`config.mk`:
```
export PLATFORM = sky130hd
export DESIGN_NAME = vtx_control_frame_responder
export DESIGN_NICKNAME = d
export VERILOG_FILES = /design/src/hdl/vcfr_pkg.sv /design/src/hdl/vcfr_front.sv /design/src/hdl/vcfr_queue.sv /design/src/hdl/vcfr_back.sv /design/src/hdl/vtx_control_frame_responder.sv
export SDC_FILE = /design/constraint.sdc
export NUM_CORES = 1
export LEC_CHECK = 0
export BUFFER_PORTS_ARGS = -buffer_cell sky130_fd_sc_hd__buf_2
export CAP_MARGIN = 5
export CORE_MARGIN = 5
export CORE_UTILIZATION = 30
export DETAILED_ROUTE_END_ITERATION = 7
export RECOVER_POWER = 50
export SLEW_MARGIN = 15
export SYNTH_ARGS = -nofsm -noshare
export SYNTH_HDL_FRONTEND = slang
export SYNTH_SLANG_ARGS = --single-unit
```
`constraint.sdc`:
```
create_clock -name i_clk -period 3.6 [get_ports i_clk]
set_input_delay 0.54 -clock i_clk [delete_from_list [all_inputs] [get_ports i_clk]]
set_output_delay 0.54 -clock i_clk [all_outputs]
set_load 0.1 [all_outputs]
```
`src/hdl/vcfr_pkg.sv`:
```
`default_nettype none
package vcfr_pkg;

    // Frame bytes and CRC polynomial.
    localparam logic [7:0] SYNC_BYTE1 = 8'hAA;
    localparam logic [7:0] SYNC_BYTE2 = 8'h55;
    localparam logic [7:0] PAD_BYTE   = 8'h00;
    localparam logic [7:0] CRC_POLY   = 8'hD5;

    // Host command codes (command byte shifted right by one).
    localparam logic [6:0] CMD_GET_SETTINGS    = 7'd1;
    localparam logic [6:0] CMD_SET_POWER       = 7'd2;
    localparam logic [6:0] CMD_SET_CHANNEL     = 7'd3;
    localparam logic [6:0] CMD_SET_FREQUENCY   = 7'd4;
    localparam logic [6:0] CMD_SET_MODE        = 7'd5;
    localparam logic [6:0] CMD_GET_SETTINGS_V2 = 7'd9;

    // Protocol version that enables mode commands.
    localparam logic [1:0] VERSION_2     = 2'd2;
    localparam logic [1:0] VERSION_RESET = 2'd1;

    // Register map.
    localparam int unsigned PADDR_W        = 3;
    localparam logic [PADDR_W-1:0] ADDR_VERSION = 3'd0;

    // Settings after reset.
    localparam logic [7:0]  POWER_RESET   = 8'd0;
    localparam logic [7:0]  CHANNEL_RESET = 8'd0;
    localparam logic [7:0]  MODE_RESET    = 8'd1;
    localparam logic [7:0]  MODE_V1_SET   = 8'd1;
    localparam logic [15:0] FREQ_RESET    = 16'd5865;

    // Payload lengths of the replies.
    localparam logic [2:0] PLEN_SETTINGS = 3'd5;
    localparam logic [2:0] PLEN_ONE      = 3'd1;
    localparam logic [2:0] PLEN_FREQ     = 3'd2;

    // Parser phases.
    typedef enum logic [2:0] {
        PH_HUNT  = 3'd0,
        PH_SYNC2 = 3'd1,
        PH_CMD   = 3'd2,
        PH_LEN   = 3'd3,
        PH_DATA  = 3'd4,
        PH_CRC   = 3'd5
    } t_phase;

    typedef struct packed {
        logic [7:0] rx_byte;
        logic       buffer_end;
    } t_rx_beat;

    typedef struct packed {
        logic [7:0] tx_byte;
        logic       frame_last;
    } t_tx_beat;

    // One queued reply: code, payload length and a snapshot of the payload.
    typedef struct packed {
        logic [7:0]      code;
        logic [2:0]      plen;
        logic [4:0][7:0] payload;
    } t_reply;

    // CRC-8, MSB first, one byte.
    function automatic logic [7:0] crc8_update(input logic [7:0] crc, input logic [7:0] b);
        logic [7:0] v;
        v = crc ^ b;
        for (int i = 0; i < 8; i++) begin
            if (v[7]) begin
                v = {v[6:0], 1'b0} ^ CRC_POLY;
            end else begin
                v = {v[6:0], 1'b0};
            end
        end
        return v;
    endfunction

endpackage
`default_nettype wire

```
`src/hdl/vcfr_front.sv`:
```
`default_nettype none
module vcfr_front
    import vcfr_pkg::*;
(
    input  wire logic       i_clk,
    input  wire logic       i_rst_n,
    input  wire logic       i_accept,
    input  wire t_rx_beat   i_beat,
    input  wire logic [1:0] i_version,
    output logic            o_push,
    output t_reply          o_reply
);

    t_phase      r_phase, n_phase;
    logic [6:0]  r_cmd, n_cmd;
    logic [7:0]  r_left, n_left;
    logic [1:0]  r_index, n_index;
    logic [7:0]  r_crc, n_crc;
    logic [7:0]  r_held0, n_held0;
    logic [7:0]  r_held1, n_held1;
    logic [7:0]  r_power, n_power;
    logic [7:0]  r_channel, n_channel;
    logic [7:0]  r_mode, n_mode;
    logic [15:0] r_freq, n_freq;
    logic        r_done, n_done;

    logic [7:0] b;
    logic       v2;
    logic       frame_ok;
    logic       has_reply;

    assign b  = i_beat.rx_byte;
    assign v2 = (i_version == VERSION_2);

    // A frame completes when the CRC byte matches the running CRC.
    assign frame_ok = i_accept && !r_done && (r_phase == PH_CRC) && (b == r_crc);

    // Next parser phase.
    always_comb begin
        n_phase = r_phase;
        if (i_accept) begin
            if (!r_done) begin
                unique case (r_phase)
                    PH_SYNC2: begin
                        if (b == SYNC_BYTE2) begin
                            n_phase = PH_CMD;
                        end else if (b == SYNC_BYTE1) begin
                            n_phase = PH_SYNC2;
                        end else begin
                            n_phase = PH_HUNT;
                        end
                    end
                    PH_CMD: begin
                        n_phase = PH_LEN;
                    end
                    PH_LEN: begin
                        n_phase = (b != 8'd0) ? PH_DATA : PH_CRC;
                    end
                    PH_DATA: begin
                        if (r_left == 8'd1) begin
                            n_phase = PH_CRC;
                        end
                    end
                    PH_CRC: begin
                        n_phase = PH_HUNT;
                    end
                    default: begin
                        n_phase = (b == SYNC_BYTE1) ? PH_SYNC2 : PH_HUNT;
                    end
                endcase
            end
            if (i_beat.buffer_end) begin
                n_phase = PH_HUNT;
            end
        end
    end

    // Parser datapath: CRC, command, length and held data bytes.
    always_comb begin
        n_cmd   = r_cmd;
        n_left  = r_left;
        n_index = r_index;
        n_crc   = r_crc;
        n_held0 = r_held0;
        n_held1 = r_held1;
        if (i_accept && !r_done) begin
            unique case (r_phase)
                PH_SYNC2: begin
                    if (b == SYNC_BYTE2) begin
                        n_crc = crc8_update(r_crc, b);
                    end else if (b == SYNC_BYTE1) begin
                        n_crc = crc8_update(8'd0, b);
                    end
                end
                PH_CMD: begin
                    n_cmd   = b[7:1];
                    n_held0 = 8'd0;
                    n_held1 = 8'd0;
                    n_crc   = crc8_update(r_crc, b);
                end
                PH_LEN: begin
                    n_left  = b;
                    n_index = 2'd0;
                    n_crc   = crc8_update(r_crc, b);
                end
                PH_DATA: begin
                    if (r_index == 2'd0) begin
                        n_held0 = b;
                    end else if (r_index == 2'd1) begin
                        n_held1 = b;
                    end
                    // The index saturates; only the first two bytes are kept.
                    if (r_index != 2'd2) begin
                        n_index = r_index + 2'd1;
                    end
                    n_left = r_left - 8'd1;
                    n_crc  = crc8_update(r_crc, b);
                end
                PH_CRC: begin
                end
                default: begin
                    if (b == SYNC_BYTE1) begin
                        n_crc = crc8_update(8'd0, b);
                    end
                end
            endcase
        end
    end

    // Settings update on a good frame, and the reply built from the new values.
    always_comb begin
        n_power   = r_power;
        n_channel = r_channel;
        n_mode    = r_mode;
        n_freq    = r_freq;
        if (frame_ok) begin
            unique case (r_cmd)
                CMD_SET_POWER:     n_power   = r_held0;
                CMD_SET_CHANNEL:   n_channel = r_held0;
                CMD_SET_FREQUENCY: n_freq    = {r_held0, r_held1};
                CMD_SET_MODE:      n_mode    = v2 ? r_held0 : MODE_V1_SET;
                default: begin
                end
            endcase
        end

        has_reply       = 1'b1;
        o_reply.code    = {1'b0, r_cmd};
        o_reply.plen    = PLEN_ONE;
        o_reply.payload = '0;
        unique case (r_cmd) inside
            CMD_GET_SETTINGS, CMD_GET_SETTINGS_V2: begin
                if (r_cmd == CMD_GET_SETTINGS && v2) begin
                    o_reply.code = {1'b0, CMD_GET_SETTINGS_V2};
                end
                o_reply.plen       = PLEN_SETTINGS;
                o_reply.payload[0] = n_channel;
                o_reply.payload[1] = n_power;
                o_reply.payload[2] = n_mode;
                o_reply.payload[3] = n_freq[15:8];
                o_reply.payload[4] = n_freq[7:0];
            end
            CMD_SET_POWER: begin
                o_reply.payload[0] = n_power;
            end
            CMD_SET_CHANNEL: begin
                o_reply.payload[0] = n_channel;
            end
            CMD_SET_FREQUENCY: begin
                o_reply.plen       = PLEN_FREQ;
                o_reply.payload[0] = n_freq[15:8];
                o_reply.payload[1] = n_freq[7:0];
            end
            CMD_SET_MODE: begin
                has_reply          = v2;
                o_reply.payload[0] = n_mode;
            end
            default: begin
                has_reply = 1'b0;
            end
        endcase
    end

    assign o_push = frame_ok && has_reply;

    // Frame-done latch: set by a good frame, cleared by the end of the buffer.
    always_comb begin
        n_done = r_done;
        if (frame_ok) begin
            n_done = 1'b1;
        end
        if (i_accept && i_beat.buffer_end) begin
            n_done = 1'b0;
        end
    end

    always_ff @(posedge i_clk) begin
        if (!i_rst_n) begin
            r_phase   <= PH_HUNT;
            r_cmd     <= '0;
            r_left    <= '0;
            r_index   <= '0;
            r_crc     <= '0;
            r_held0   <= '0;
            r_held1   <= '0;
            r_power   <= POWER_RESET;
            r_channel <= CHANNEL_RESET;
            r_mode    <= MODE_RESET;
            r_freq    <= FREQ_RESET;
            r_done    <= 1'b0;
        end else begin
            r_phase   <= n_phase;
            r_cmd     <= n_cmd;
            r_left    <= n_left;
            r_index   <= n_index;
            r_crc     <= n_crc;
            r_held0   <= n_held0;
            r_held1   <= n_held1;
            r_power   <= n_power;
            r_channel <= n_channel;
            r_mode    <= n_mode;
            r_freq    <= n_freq;
            r_done    <= n_done;
        end
    end

endmodule
`default_nettype wire

```
`src/hdl/vcfr_queue.sv`:
```
`default_nettype none
module vcfr_queue
    import vcfr_pkg::*;
(
    input  wire logic   i_clk,
    input  wire logic   i_rst_n,
    input  wire logic   i_push,
    input  wire t_reply i_reply,
    input  wire logic   i_pop,
    output logic        o_full,
    output logic        o_empty,
    output t_reply      o_reply
);

    // Two reply entries between the parser and the emitter.
    t_reply     r_mem [2];
    logic       r_wr_ptr, n_wr_ptr;
    logic       r_rd_ptr, n_rd_ptr;
    logic [1:0] r_count, n_count;
    logic       do_push, do_pop;

    assign o_full  = (r_count == 2'd2);
    assign o_empty = (r_count == 2'd0);
    assign o_reply = r_mem[r_rd_ptr];
    assign do_push = i_push && !o_full;
    assign do_pop  = i_pop && !o_empty;

    // Pointer and fill count.
    always_comb begin
        n_wr_ptr = r_wr_ptr ^ do_push;
        n_rd_ptr = r_rd_ptr ^ do_pop;
        n_count  = r_count + {1'b0, do_push} - {1'b0, do_pop};
    end

    always_ff @(posedge i_clk) begin
        if (!i_rst_n) begin
            r_wr_ptr <= 1'b0;
            r_rd_ptr <= 1'b0;
            r_count  <= 2'd0;
        end else begin
            r_wr_ptr <= n_wr_ptr;
            r_rd_ptr <= n_rd_ptr;
            r_count  <= n_count;
        end
    end

    always_ff @(posedge i_clk) begin
        if (do_push) begin
            r_mem[r_wr_ptr] <= i_reply;
        end
    end

endmodule
`default_nettype wire

```
`src/hdl/vcfr_back.sv`:
```
`default_nettype none
module vcfr_back
    import vcfr_pkg::*;
(
    input  wire logic   i_clk,
    input  wire logic   i_rst_n,
    input  wire logic   i_empty,
    input  wire t_reply i_reply,
    output logic        o_pop,
    output logic        o_out_valid,
    input  wire logic   i_out_stall,
    output t_tx_beat    o_out
);

    logic       r_busy, n_busy;
    logic [3:0] r_idx, n_idx;
    logic [7:0] r_crc, n_crc;
    t_reply     r_reply, n_reply;
    logic       r_valid, n_valid;
    t_tx_beat   r_out, n_out;

    logic       advance;
    logic [3:0] crc_pos;
    logic [3:0] last_pos;
    logic [3:0] pay_off;
    logic [7:0] cur_byte;

    // The output register moves on when empty or when its beat is taken.
    assign advance  = !r_valid || !i_out_stall;
    assign crc_pos  = 4'd5 + {1'b0, r_reply.plen};
    assign last_pos = 4'd6 + {1'b0, r_reply.plen};
    assign pay_off  = r_idx - 4'd5;
    assign o_pop    = !r_busy && !i_empty;

    // Byte at the current position of the response frame.
    always_comb begin
        case (r_idx)
            4'd0:    cur_byte = PAD_BYTE;
            4'd1:    cur_byte = SYNC_BYTE1;
            4'd2:    cur_byte = SYNC_BYTE2;
            4'd3:    cur_byte = r_reply.code;
            4'd4:    cur_byte = {5'd0, r_reply.plen} + 8'd1;
            default: begin
                if (r_idx < crc_pos) begin
                    cur_byte = r_reply.payload[pay_off[2:0]];
                end else if (r_idx == crc_pos) begin
                    cur_byte = r_crc;
                end else begin
                    cur_byte = PAD_BYTE;
                end
            end
        endcase
    end

    // Emitter sequencing: load a reply, then walk its bytes.
    always_comb begin
        n_busy  = r_busy;
        n_idx   = r_idx;
        n_crc   = r_crc;
        n_reply = r_reply;
        n_valid = r_valid;
        n_out   = r_out;
        if (advance) begin
            n_valid = 1'b0;
        end
        if (!r_busy) begin
            if (!i_empty) begin
                n_busy  = 1'b1;
                n_idx   = 4'd0;
                n_crc   = 8'd0;
                n_reply = i_reply;
            end
        end else if (advance) begin
            n_valid          = 1'b1;
            n_out.tx_byte    = cur_byte;
            n_out.frame_last = (r_idx == last_pos);
            if (r_idx >= 4'd3 && r_idx < crc_pos) begin
                n_crc = crc8_update(r_crc, cur_byte);
            end
            n_idx = r_idx + 4'd1;
            if (r_idx == last_pos) begin
                n_busy = 1'b0;
            end
        end
    end

    always_ff @(posedge i_clk) begin
        if (!i_rst_n) begin
            r_busy  <= 1'b0;
            r_valid <= 1'b0;
            r_idx   <= '0;
            r_crc   <= '0;
        end else begin
            r_busy  <= n_busy;
            r_valid <= n_valid;
            r_idx   <= n_idx;
            r_crc   <= n_crc;
        end
    end

    always_ff @(posedge i_clk) begin
        r_reply <= n_reply;
        r_out   <= n_out;
    end

    assign o_out_valid = r_valid;
    assign o_out       = r_out;

endmodule
`default_nettype wire

```
`src/hdl/vtx_control_frame_responder.sv`:
```
// Control frame responder for a video transmitter. Received bytes arrive one
// beat per cycle unless the input is stalled, and are parsed in the cycle
// they are taken; a frame whose CRC checks updates the settings and queues
// a reply. Replies leave one byte per cycle while the output is not stalled,
// through a registered output, with an idle gap between frames while the
// emitter loads the next reply from its two-entry queue. The input is
// stalled only while both queue entries hold replies not yet started; a
// reply is at most twelve bytes and a request frame at least five. The
// protocol version register at address 0 selects version 2 when written with 2.
`default_nettype none
module vtx_control_frame_responder
    import vcfr_pkg::*;
(
    input  wire logic               i_clk,
    input  wire logic               i_rst_n,
    input  wire logic               i_in_valid,
    output logic                    o_in_stall,
    input  wire t_rx_beat           i_in,
    output logic                    o_out_valid,
    input  wire logic               i_out_stall,
    output t_tx_beat                o_out,
    input  wire logic               psel,
    input  wire logic               penable,
    input  wire logic               pwrite,
    input  wire logic [PADDR_W-1:0] paddr,
    input  wire logic [31:0]        pwdata,
    output logic [31:0]             prdata,
    output logic                    pready
);

    logic [1:0] r_version;
    logic       in_accept;
    logic       push;
    t_reply     push_reply;
    logic       pop;
    logic       q_full;
    logic       q_empty;
    t_reply     q_reply;

    // Configuration register.
    assign pready = 1'b1;
    assign prdata = (paddr == ADDR_VERSION) ? {30'd0, r_version} : 32'd0;

    always_ff @(posedge i_clk) begin
        if (!i_rst_n) begin
            r_version <= VERSION_RESET;
        end else if (psel && penable && pwrite && paddr == ADDR_VERSION) begin
            r_version <= pwdata[1:0];
        end
    end

    // Input beats are held off while the reply queue is full.
    assign o_in_stall = q_full;
    assign in_accept  = i_in_valid && !q_full;

    vcfr_front u_front (
        .i_clk     (i_clk),
        .i_rst_n   (i_rst_n),
        .i_accept  (in_accept),
        .i_beat    (i_in),
        .i_version (r_version),
        .o_push    (push),
        .o_reply   (push_reply)
    );

    vcfr_queue u_queue (
        .i_clk   (i_clk),
        .i_rst_n (i_rst_n),
        .i_push  (push),
        .i_reply (push_reply),
        .i_pop   (pop),
        .o_full  (q_full),
        .o_empty (q_empty),
        .o_reply (q_reply)
    );

    vcfr_back u_back (
        .i_clk       (i_clk),
        .i_rst_n     (i_rst_n),
        .i_empty     (q_empty),
        .i_reply     (q_reply),
        .o_pop       (pop),
        .o_out_valid (o_out_valid),
        .i_out_stall (i_out_stall),
        .o_out       (o_out)
    );

endmodule
`default_nettype wire

```
==> run_results.csv, run 1 <==
group,metric,value,unit
run_status,status,"finished with violations",
run_status,violations,"max-capacitance violations, max-slew violations",
floorplan,die_x,214.9,um
setup_path,crit_chain,"ha_1 -> xnor2_1 -> inv_1 -> ha_1 -> a21oi_1 -> o221ai_1 -> a21oi_2 -> o32ai_2 -> a211oi_2 -> xnor2_2 -> xnor2_2 -> xnor2_2 -> o22ai_1 -> and2_1",
pwr,power.leakage,4.856,nW
placed_design,gp_congestion,0.8381,
floorplan,core_area,41760,um2
clock_tree,cts_sinks,264,
clock_tree,max-clock-path-buffers,3,
detailed_routing,ant_nets,0,
finish,final_util,0.3421,
finish,syn2layout_area_growth,13.40,%
floorplan,start_util,0.3017,
synth,synth_cell_types,67,
setup_path,critPathKind,"reg2reg",
pwr,powerDensity,453.8,nW/um2
synth,synthCells,1126,
synth,synth_seq_cells,264,
synth,synth_flop_cell,"edfxtp_1",
job,drv_cap,1,
finish,diodes,0,
setup_path,crit_arrival,3870,ps
detailed_routing,drt_iter0_drc,451,
finish,drive_gt1_frac,0.1432,
timing,worst_pin_slew,1639,ps
clock_tree,worstSkewPairLatency,550,ps
clock_tree,clk_pin_slew,70,ps
placed_design,place_ws,160.4,ps
global_routing,overflow,0,
setup_path,worstSetupStartpointType,"flip-flop",
detailed_routing,dr.pass1.iters,4,
hold_path,hp-class,"in2reg",
global_routing,grt_max_degree,51,
setup_path,cpPeakStageDelay,460,ps
clock_tree,cts-root-buf,"clkbuf_16",
global_routing,antenna_found_initial,0,
synth,synth_area,12600,um2
timing,fin_ws,168.0,ps
setup_path,cpMostUsedCell,"xnor2_2",
timing,maxSlewHeadroom,-0.09292,
synth,ys_seq_area_frac,0.5459,
clock_tree,cts_tree,"yes",
synth,ys_async_sr_fraction,0,
timing,fin_crit,3432,ps
detailed_routing,remaining_drc_errors,0,
setup_path,path_max_fanout,4,
clock_tree,htree_levels,1,
finish,nets,1234,
timing,post-route-period-util,0.9533,
timing,hold_viol,0,
floorplan,row_count,75,
detailed_routing,routed_wl,27020,um
clock_tree,cts_buffers,28,
timing,fin_worst_skew,15.12,ps
detailed_routing,detail_route.wl_per_cell,15.72,um
placed_design,port_buffers,33,
setup_path,crit_path_end_kind,"flip-flop",
floorplan,num_io_pins,95,
detailed_routing,viasPerCell,4.714,
timing,tns,0,ps
pwr,vdd_drop_max,0.2671,mV
floorplan,dieArea,46190,um2
timing,max_freq,0.2914,GHz
detailed_routing,vias,8104,
synth,yosys_warnings,0,
floorplan,fp.dieH,214.9,um
global_routing,grt_usage,0.1143,
setup_path,rrSetupSlack,170,ps
global_routing,grt_pass1_wl,43660,um
synth,synth_edf_count,159,
setup_path,cpMaxStageDelayCell,"edfxtp_1",
global_routing,grt_pass1_vias,7963,
synth,synth_area_per_cell,11.19,um2
timing,slew_violations,36,
setup_path,worstPathRequired,4040,ps
timing,setup_viol,0,
placed_design,dpl.hpwl,18700,um
## cells in the final DEF (no fill, tap or decap), types with 5 or more instances in the layout
cell type	netlist	routed
nand4_1	8	8
nor4_1	6	6
conb_1	2	31
dfxtp_1	105	105
nor2b_1	54	54
buf_2	6	20
o22ai_1	9	9
buf_4	32	21
clkbuf_16	0	29
clkinv_2	0	5
and2_1	15	12
ha_1	25	23
a31oi_1	5	5
nor2_1	84	84
mux2_1	0	8
inv_1	33	34
xor2_1	14	14
clkbuf_1	53	28
a22oi_1	10	10
o21ai_0	37	37
a21boi_0	26	26
a21oi_1	61	60
and3_1	9	9
xnor2_1	43	42
mux2_2	55	47
edfxtp_1	159	159
o221ai_1	10	10
nand2b_1	15	15
nand3_1	28	28
nor3_1	17	18
nand2_1	77	77
mux2i_1	56	56
## per-layer routing
layer  vias up  wire [um]  GRT usage  part of all wire
met5         -          0          0                 0
met4         0        399    0.02813             0.015
met3        29       1110    0.02139             0.041
met2       149      12870     0.1881              0.48
met1      3910      12650     0.1566              0.47
li1       4016          -          -                 -
## sequential cells by signal (all words and copies together) (netlist names), named ones only
name	count
u_queue.r_mem	100
u_back.r_reply	50
u_front.r_freq	16
u_back.o_out	9
u_back.r_crc	8
u_front.r_channel	8
u_front.r_crc	8
u_front.r_held0	8
u_front.r_held1	8
u_front.r_left	8
u_front.r_mode	8
u_front.r_power	8
u_front.r_cmd	7
u_back.r_idx	4
u_front.r_phase	3
r_version	2
u_front.r_index	2
u_queue.r_count	2
u_back.r_busy	1
u_front.r_done	1
u_queue.r_rd_ptr	1
u_queue.r_wr_ptr	1
## report_power, final
part	leakage [nW]	switching (W)	internal, W
logic	2.05	0.000256	0.0000813
registers	2.35	0.000000236	0.00317
clock network	0.461	0.00120	0.00178
total	4.86	0.00146	0.00502
## worst max-delay path, delay by kind of cell (launching register included)
kind	cells	cell delay, ps
fa+ha+maj	2	580
buf+inv	1	80
xor+xnor	4	800
simple gates	1	160
compound gates	6	1250
flops	1	460
## cells in the mapped netlist, types with 25 or more instances
cell type    n  area share
mux2_2      55       0.049
buf_4       32       0.019
nand3_1     28       0.011
nor2b_1     54       0.027
a21oi_1     61       0.024
clkbuf_1    53       0.016
ha_1        25       0.025
o21ai_0     37       0.015
nor2_1      84       0.025
mux2i_1     56       0.044
dfxtp_1    105        0.17
nand2_1     77       0.023
edfxtp_1   159        0.38
inv_1       33      0.0098
xnor2_1     43       0.030
a21boi_0    26       0.015
## worst paths after layout
| kind | cells past startpoint | endpoint | start |
|---|---|---|---|
| max reg2reg | 14 | u_back.r_crc[1] | u_back.r_reply[40] |
| min reg2reg | 2 | u_front.r_left[1] | u_front.r_left[1] |
| min | 3 | r_version[0] | pwdata[0] |
| max | 14 | u_back.r_crc[1] | u_back.r_reply[40] |
## cell families (layout without fill, tap and decap cells)
| kind of cell | count (synthesis) | in the layout | synth area share |
|---|---|---|---|
| XOR/XNOR | 61 | 61 | 0.04569 |
| multiplexers | 113 | 113 | 0.09724 |
| adder cells (fa/ha/maj) | 25 | 25 | 0.02483 |
| buffers and inverters | 130 | 155 | 0.05006 |
| AND/OR/NAND/NOR | 334 | 334 | 0.1318 |
| AO/OA/AOI/OAI | 197 | 197 | 0.1039 |
| flip-flops | 264 | 264 | 0.5459 |
| other | 2 | 31 | 0.0005962 |
## cell type report
type / instances / area, um2
multi-input combinational: 761 / 5216
clock buffer: 34 / 744.5
fill: 4102 / 27470
tap: 539 / 674.4
sequential: 264 / 6877
inverter: 34 / 127.6
timing repair buffer: 69 / 429.2
clock inverter: 18 / 216.5
## stage by stage
step	cell area, um2	cells	power [W]	hold slack, ps
global placement	13360	1665	0.003568	476.0
detailed placement	13360	1665	0.003568	482.6
global route	14290	1719	0.006724	233.5
CTS	14320	1717	0.006573	186.1
floorplan	12710	1155	0.003547	447.7
finish	14290	1719	0.006483	213.4
## repair_timing
item / 4_1_cts / 5_1_grt
resized for setup: 0 / 3
hold buffers: 0 / 0
endpoints found under the setup margin: 0 / 4
setup buffers: 0 / 2
hold endpoints to repair: 0 / 0
Note: power is estimated with default switching activity, not from simulation.
==> inputs of run 2 (changes only) <==
Settings changed: REMOVE_ABC_BUFFERS from default to 1.
==> run 2 against run 1 <==
The flow still finishes with violations (max-capacitance violations, max-slew violations); cell area up 0.24%; register-to-register slack better by 20 ps; count of clock-buffer cells in the layout down 1; maximum frequency up 0.72%; routed wire length up 2.8%; via count up 0.60%; critical path type unchanged; critical endpoint unchanged; highest routed layer unchanged.
==> run_results.csv, run 2 (synthesis gave the netlist of run 1 again) <==
group,metric,value,unit
detailed_routing,drt_iter0_drc,524,
finish,final_cell_mix,"edfxtp_1 (159), dfxtp_1 (105), nor2_1 (84)",
detailed_routing,routed_wl,27790,um
global_routing,grt_pass1_vias,7828,
global_routing,antenna_found_initial,0,
pwr,vdd_drop_max,0.3468,mV
run_status,status,"finished with violations",
pwr,pwr-share-seq,0.491,
finish,finalNonFillerCells,1728,
clock_tree,worstSkewPairLatency,570,ps
clock_tree,cts_tree,"yes",
setup_path,critPathKind,"reg2reg",
pwr,p_switching,0.001482,W
placed_design,placed_area,13400,um2
timing,hold_ws,191.2,ps
placed_design,port_buffers,33,
clock_tree,cts_buffers,29,
finish,syn2layout_area_growth,13.67,%
setup_path,crit_path_end_kind,"flip-flop",
floorplan,row_count,75,
placed_design,place_ws,135.7,ps
timing,post-route-period-util,0.9465,
placed_design,gp_congestion,0.8442,
floorplan,fp.dieH,214.9,um
timing,max_freq,0.2935,GHz
timing,fin_crit,3408,ps
pwr,power_frac_comb,0.052,
floorplan,core_area,41760,um2
clock_tree,cts-root-buf,"clkbuf_16",
detailed_routing,viasPerCell,4.718,
finish,final_common_cell,"edfxtp_1",
global_routing,grt_usage,0.1167,
pwr,p_int,0.004974,W
detailed_routing,remaining_drc_errors,0,
detailed_routing,dr.pass1.iters,5,
global_routing,grt_max_degree,67,
floorplan,num_io_pins,95,
timing,slew_violations,71,
detailed_routing,ant_nets,0,
setup_path,worstSetupStartpointType,"flip-flop",
clock_tree,max-clock-path-buffers,3,
setup_path,worstPathRequired,4040,ps
global_routing,grt_pass1_wl,43970,um
pwr,clkPwrFrac,0.457,
finish,layout.area.seq,6877,um2
detailed_routing,detail_route.wl_per_cell,16.08,um
pwr,p_sw_frac,0.2296,
clock_tree,clk_pin_slew,60,ps
finish,largest_register,"u_queue.r_mem",
finish,largest_reg_flops,100,
timing,worst_pin_slew,1657,ps
finish,reg_top3,"u_queue.r_mem (100), u_back.r_reply (50), u_front.r_freq (16)",
setup_path,path_max_fanout,4,
finish,fillers,4123,
timing,setup_viol,0,
finish,multi_input_area,5221,um2
hold_path,hp-class,"in2reg",
timing,hold_viol,0,
finish,final_util,0.3429,
placed_design,dpl.hpwl,19170,um
global_routing,overflow,0,
run_status,violations,"max-capacitance violations, max-slew violations",
finish,stdcell_area,14320,um2
floorplan,dieArea,46190,um2
clock_tree,htree_levels,1,
pwr,power.leakage,4.895,nW
pwr,powerDensity,450.9,nW/um2
timing,maxSlewHeadroom,-0.1065,
clock_tree,cts_sinks,264,
floorplan,die_x,214.9,um
finish,drive_gt1_frac,0.1472,
setup_path,crit_arrival,3850,ps
timing,grt_setup_unrepaired,"false",
finish,nets,1242,
job,drv_cap,2,
finish,diodes,0,
detailed_routing,vias,8153,
timing,fin_worst_skew,25.38,ps
placed_design,placedCellCount,1672,
timing,fin_ws,192.5,ps
floorplan,start_util,0.3017,
-- run 2: cell types whose count changed in the layout (fill, tap and decap cells not counted), sizes merged --
cell	change
buf	+5
bufinv	-1
clkbuf	+1
clkinv	+7
clkinvlp	-3
-- run 2: final cells by class --
class,instances,area share
flip-flops and latches,264,0.4803
multi-input cells,761,0.3646
clock buffers,33,0.05243
well taps,539,0.04710
repair buffers,76,0.03259
clock inverters,21,0.01407
inverters,34,0.008913
-- run 2: worst paths after layout --
path | startpoint | endpoint | slack [ps] | cells after the start
max | u_back.r_reply[40] | u_back.r_crc[1] | 190 | 14
min | pwdata[0] | r_version[0] | 190 | 3
max reg2reg | u_back.r_reply[40] | u_back.r_crc[1] | 190 | 14
min reg2reg | r_version[0] | r_version[0] | 490 | 2
-- run 2: repair_timing --
item,in CTS,in global routing
setup endpoints to repair,0,4
setup buffers,0,2
hold buffers,0,0
resized for setup,0,3
-- run 2: per-layer routing --
| layer | vias up | routed length (um) | GRT usage |
|---|---|---|---|
| li1 | 4031 | - | - |
| met1 | 3915 | 13310 | 0.1655 |
| met2 | 162 | 12640 | 0.1836 |
| met3 | 45 | 1072 | 0.01956 |
| met4 | 0 | 771 | 0.03543 |
| met5 | - | 0 | 0 |
-- run 2: stage by stage --
| stage | total power (W) | setup TNS [ps] |
|---|---|---|
| 2_1_floorplan | 0.003500 | -7630 |
| 3_3_place_gp | 0.003567 | 0 |
| 3_5_place_dp | 0.003570 | 0 |
| 4_1_cts | 0.006527 | 0 |
| 5_1_grt | 0.006682 | 0 |
| 6_report | 0.006456 | 0 |
-- run 2: power groups by stage --
stage / registers [W] / logic [W] / clock network (W)
6_report: 0.00317 / 0.000338 / 0.00295
5_1_grt: 0.00317 / 0.000360 / 0.00316
4_1_cts: 0.00317 / 0.000339 / 0.00302
3_5_place_dp: 0.00323 / 0.000338 / 0
3_3_place_gp: 0.00323 / 0.000335 / 0
2_1_floorplan: 0.00323 / 0.000268 / 0
-- run 2: worst max-delay path: stages (launching register included) --
cell and delay (ps):
edfxtp_1 440, ha_1 240, xnor2_1 160, inv_1 80, ha_1 330, a21oi_1 210, o221ai_1 230, a21oi_2 250
o32ai_2 110, a211oi_2 310, xnor2_2 160, xnor2_2 300, xnor2_2 200, o22ai_1 130, and2_1 170
